`src/qvr_pkg.sv`:
```
// qvr_pkg: widths and shared types for the quaternion vector rotation core
// used by qvr_div_pipe and quaternion_vector_rotation_core; no dependencies
`timescale 1ns / 1ps
`default_nettype none

package qvr_pkg;

    localparam int COMP_W   = 16;   // input component width
    localparam int PROD_W   = 32;   // 16 x 16 signed product
    localparam int NORM_W   = 33;   // |q|^2, unsigned
    localparam int MAT_W    = 35;   // rotation numerator entry, signed
    localparam int TERM_W   = MAT_W + COMP_W;  // matrix entry times component
    localparam int SUM_W    = TERM_W + 2;      // sum of three terms
    localparam int DEN_W    = NORM_W + 1;      // 2 * |q|^2
    localparam int QUOT_W   = 17;              // quotient magnitude bits
    localparam int DIV_W    = DEN_W + QUOT_W - 1;  // dividend 2|num| + n
    localparam int OUT_W    = 17;
    localparam int AXIS_IN_W  = 7 * COMP_W;
    localparam int AXIS_OUT_W = 56;

    localparam logic signed [OUT_W-1:0] OUT_MAX = 17'sd65535;
    localparam logic signed [OUT_W-1:0] OUT_MIN = -17'sd65536;

    typedef struct packed {
        logic neg;
        logic zero;
    } div_tag_t;

endpackage

`default_nettype wire

```
`src/qvr_div_pipe.sv`:
```
// qvr_div_pipe: restoring divider, one quotient bit per pipeline stage
// depends on qvr_pkg
`timescale 1ns / 1ps
`default_nettype none

module qvr_div_pipe (
    input  wire logic                        aclk,
    input  wire logic                        aresetn,
    input  wire logic                        en,
    input  wire logic                        valid_i,
    input  wire logic [qvr_pkg::DIV_W-1:0]   num_i,
    input  wire logic [qvr_pkg::DEN_W-1:0]   den_i,
    input  wire qvr_pkg::div_tag_t           tag_i,
    output logic                             valid_o,
    output logic [qvr_pkg::QUOT_W-1:0]       quot_o,
    output qvr_pkg::div_tag_t                tag_o
);

    localparam int NS = qvr_pkg::QUOT_W;

    logic [qvr_pkg::DIV_W-1:0]  rem_src  [NS];
    logic [qvr_pkg::DEN_W-1:0]  den_src  [NS];
    logic [qvr_pkg::QUOT_W-1:0] quot_src [NS];
    qvr_pkg::div_tag_t          tag_src  [NS];
    logic                       vld_src  [NS];

    logic [qvr_pkg::DIV_W-1:0]  rem_reg  [NS];
    logic [qvr_pkg::DEN_W-1:0]  den_reg  [NS];
    logic [qvr_pkg::QUOT_W-1:0] quot_reg [NS];
    qvr_pkg::div_tag_t          tag_reg  [NS];
    logic                       vld_reg  [NS];

    genvar i;
    generate
        for (i = 0; i < NS; i++) begin : g_stage
            localparam int SH = NS - 1 - i;
            logic [qvr_pkg::DIV_W-1:0] sub;
            logic                      ge;

            if (i == 0) begin : g_first
                assign rem_src[i]  = num_i;
                assign den_src[i]  = den_i;
                assign quot_src[i] = '0;
                assign tag_src[i]  = tag_i;
                assign vld_src[i]  = valid_i;
            end else begin : g_next
                assign rem_src[i]  = rem_reg[i-1];
                assign den_src[i]  = den_reg[i-1];
                assign quot_src[i] = quot_reg[i-1];
                assign tag_src[i]  = tag_reg[i-1];
                assign vld_src[i]  = vld_reg[i-1];
            end

            assign sub = qvr_pkg::DIV_W'(den_src[i]) << SH;
            assign ge  = (rem_src[i] >= sub);

            always_ff @(posedge aclk) begin
                if (!aresetn) begin
                    vld_reg[i] <= 1'b0;
                end else if (en) begin
                    vld_reg[i] <= vld_src[i];
                end
            end

            always_ff @(posedge aclk) begin
                if (en) begin
                    rem_reg[i]  <= ge ? (rem_src[i] - sub) : rem_src[i];
                    den_reg[i]  <= den_src[i];
                    quot_reg[i] <= {quot_src[i][qvr_pkg::QUOT_W-2:0], ge};
                    tag_reg[i]  <= tag_src[i];
                end
            end
        end
    endgenerate

    assign valid_o = vld_reg[NS-1];
    assign quot_o  = quot_reg[NS-1];
    assign tag_o   = tag_reg[NS-1];

endmodule

`default_nettype wire

```
`config.mk`:
```
export PLATFORM = sky130hd
export DESIGN_NAME = qvr_div_pipe
export DESIGN_NICKNAME = d
export VERILOG_FILES = /design/src/qvr_pkg.sv /design/src/qvr_div_pipe.sv
export SDC_FILE = /design/constraint.sdc
export NUM_CORES = 2
export LEC_CHECK = 0
export BUFFER_PORTS_ARGS = -buffer_cell sky130_fd_sc_hd__buf_4
export CORE_UTILIZATION = 35
export DETAILED_ROUTE_END_ITERATION = 16
export SETUP_SLACK_MARGIN = 0.4
export SLEW_MARGIN = 30
export SYNTH_ARGS = -nofsm -noshare
export SYNTH_HDL_FRONTEND = slang
export SYNTH_SLANG_ARGS = --single-unit
```
`constraint.sdc`:
```
create_clock -name aclk -period 7.8 [get_ports aclk]
set_input_delay 0.78 -clock aclk [delete_from_list [all_inputs] [get_ports aclk]]
set_output_delay 0.78 -clock aclk [all_outputs]
set_load 0.01 [all_outputs]
```
==> flow_summary.ini <==
[layout]
num-nets-final = 8805
final.fill_count = 23410
finalInstanceArea_mm2 = 0.09760
syn_to_final_growth_pct = 11.99
largest_register_ffs = 800
layout-drive-gt1-share = 0.06699
fin_util = 0.3954

[worst_setup_path]
r2r_slack_ns = 3.04
required_ns = 8.37
end_kind = register
critPathMaxFanout = 68
r2r_start = rem_reg[0][652]
worstSetupPathType = register to register
reg2reg_to = rem_reg[0][703]
worst_setup_path_start_kind = register
r2r_cells = 13
crit_arrival_ns = 5.34

[timing]
slew_violations = 0
setup_viol = 0
tns_ns = 0
max_freq_ghz = 0.2099
rsz0062_at_grt = no
fin_crit_sh = 0.6108
finalClockSkew_ns = 0.04341
slew_headroom = 0.3349
tightest_slew_ns = 0.9886
hold_viol = 0
fin_crit_ns = 4.764

[yosys]
syn_area_mm2 = 0.08716
synthAdderAreaFrac = 0.08665
synthSimpleGateAreaFrac = 0.1118
yosys-mux-area-fraction = 0.01163
syn_inst = 8033
yosysTopAreaCellShare = 0.5330
synth_top_family_by_area = compound AO/OA/AOI/OAI gates
synth-main-ff-cell = edfxtp_1
synth_compound_area_frac = 0.1548
ys_types = 85
synth_edf_count = 1547
ys_seq_area_frac = 0.5332
yosys-top-cells-area = edfxtp_1 53%, ha_1 8.3%, a21oi_1 3.8%
synthArstFlopShare = 0
synth_fp_nets = 8717
yosys-top-cells-count = 1547 x edfxtp_1, 738 x inv_1, 718 x nand2_1
synth.most_common_cell = edfxtp_1
synthXorXnorAreaFrac = 0.05889
yosysTopAreaCell = edfxtp_1
ys_seq_elements = 1548
avgSynthCellArea_um2 = 10.85
synth_warnings = 0

[global_route]
antenna_found_initial = 4
grt_pass1_wl_mm = 324.1
grt_max_degree = 159
grt_pass1_vias = 60900
gr-total-overflow = 0
track_usage = 0.1622

[drt]
drc = 0
ant_nets = 0
viasPerCell = 5.137
wl_per_cell_um = 17.91
drt_iter0_drc = 3299
routed_wl_mm = 207.4
num_vias = 59500
drt-pass1-iter-count = 5

[clock_tree]
root_buffer = clkbuf_16
clk-insertion-delay-late_ns = 0.83
cts.clk_slew.worst_paths_ns = 0.06
clock_sinks = 1548
holdBufCountCts = 0
cts_buffers = 180
cts.htree.levels = 4
cts_tree = yes
ctsResizeCount = 0
post_cts_buffers = 0
clockBufferDepth = 3

[hold_path]
hold_start = tag_i[1]
min_to = tag_reg[0][1]
hold_depth = 1
hp-class = primary input to register

[floorplanning]
row_count = 182
die_w_um = 501.0
dieArea_mm2 = 0.2510
num_io_pins = 110
die_h_um = 501.0
core_region_area_mm2 = 0.2468
initial_core_util = 0.3531

[power_and_ir_drop]
vdd_drop_max_v = 0.0002255
power_density_mw_per_mm2 = 370.0
power.leakage_nw = 37.98
power_mw = 36.11

[placed_design]
gp_congestion = 0.9697
io_buffers = 109
dp_hpwl_mm = 160.1
dpl_cell_area_mm2 = 0.09181

[outcome]
status = completed

[job]
drv_cap = 0
[layer usage]
layer / track usage / up-vias / part of all wire
met5: 0 / - / 0
met3: 0.02214 / 619 / 0.031
li1: - / 29640 / -
met4: 0.1183 / 0 / 0.077
met2: 0.3059 / 1397 / 0.52
met1: 0.1615 / 27840 / 0.37
[metrics by stage]
step | setup slack [ns] | hold WS [ns] | cells
floorplan | 3.433 | 0.4003 | 8033
global placement | 2.642 | 0.4021 | 11250
detailed placement | 2.765 | 0.4045 | 11250
CTS | 3.090 | 0.05427 | 11580
global route | 2.822 | 0.06858 | 11580
finish | 3.036 | 0.1417 | 11580
[logic make-up (layout without fill, tap and decap cells)]
kind of cell             after synthesis  in the layout
other                                  0              1
flip-flops                          1548           1548
multiplexers                          91             91
adder cells (fa/ha/maj)              594            594
AO/OA/AOI/OAI                       2188           2188
XOR/XNOR                             586            586
buffers and inverters                992           1229
AND/OR/NAND/NOR                     2034           2034
[critical path: stages (launching register included)]
cell      delay, ns
edfxtp_1       0.39
inv_1          0.07
ha_1           0.15
inv_1          0.05
fa_1           0.42
a211oi_1       0.26
o21bai_1       0.11
a21o_1         0.23
a21bo_2        0.26
a221oi_2       0.72
o211ai_1       0.36
a211oi_4       0.46
buf_4          0.55
mux2_2         0.40
[cell type report]
| cell class | count | area, µm² | area share |
|---|---|---|---|
| diodes | 1 | 2.502 | 0.00002564 |
| flip-flops and latches | 1548 | 46470 | 0.4762 |
| well taps | 3312 | 4144 | 0.04246 |
| inverters | 739 | 2774 | 0.02842 |
| clock inverters | 103 | 1100 | 0.01127 |
| multi-input cells | 5493 | 37110 | 0.3802 |
| repair buffers | 159 | 1301 | 0.01333 |
| clock buffers | 228 | 4695 | 0.04810 |
[report_power, final]
part           switching (mW)  total, mW  internal [mW]
clock                    3.47       8.15           4.67
sequential               1.20       13.2           12.0
combinational            8.77       14.8           6.03
[placed cells by master, fill, tap and decap left out, drive strengths merged, types with 22 or more instances in the layout]
master and n:
clkinv 82, inv 743, o21bai 79, nand4 122
nor4 76, nand3 130, nor3 143, o21ai 623
or3 45, a211oi 64, xor2 260, o21a 72
and4 22, and2 32, nor2b 79, xnor2 326
a21o 317, buf 159, a21oi 654, o31ai 54
clkbuf 228, or2 23, nand2 718, and3 53
a31oi 60, ha 578, o211ai 35, or4 28
nor2 433, nand2b 67, mux2 82, edfxtp 1547
[how the worst max path moves through the flow]
stage	startpoint	end	slack [ns]
after CTS	rem_reg[0][652]	rem_reg[0][703]	3.09
after floorplan	num_i[16]	rem_reg[0][41]	3.43
after global routing	rem_reg[0][652]	rem_reg[0][703]	2.82
after detailed placement	num_i[16]	rem_reg[0][23]	2.77
after global placement	num_i[16]	rem_reg[0][17]	2.64
final	rem_reg[0][652]	rem_reg[0][703]	3.04
Power figures use the tool's default switching activity.
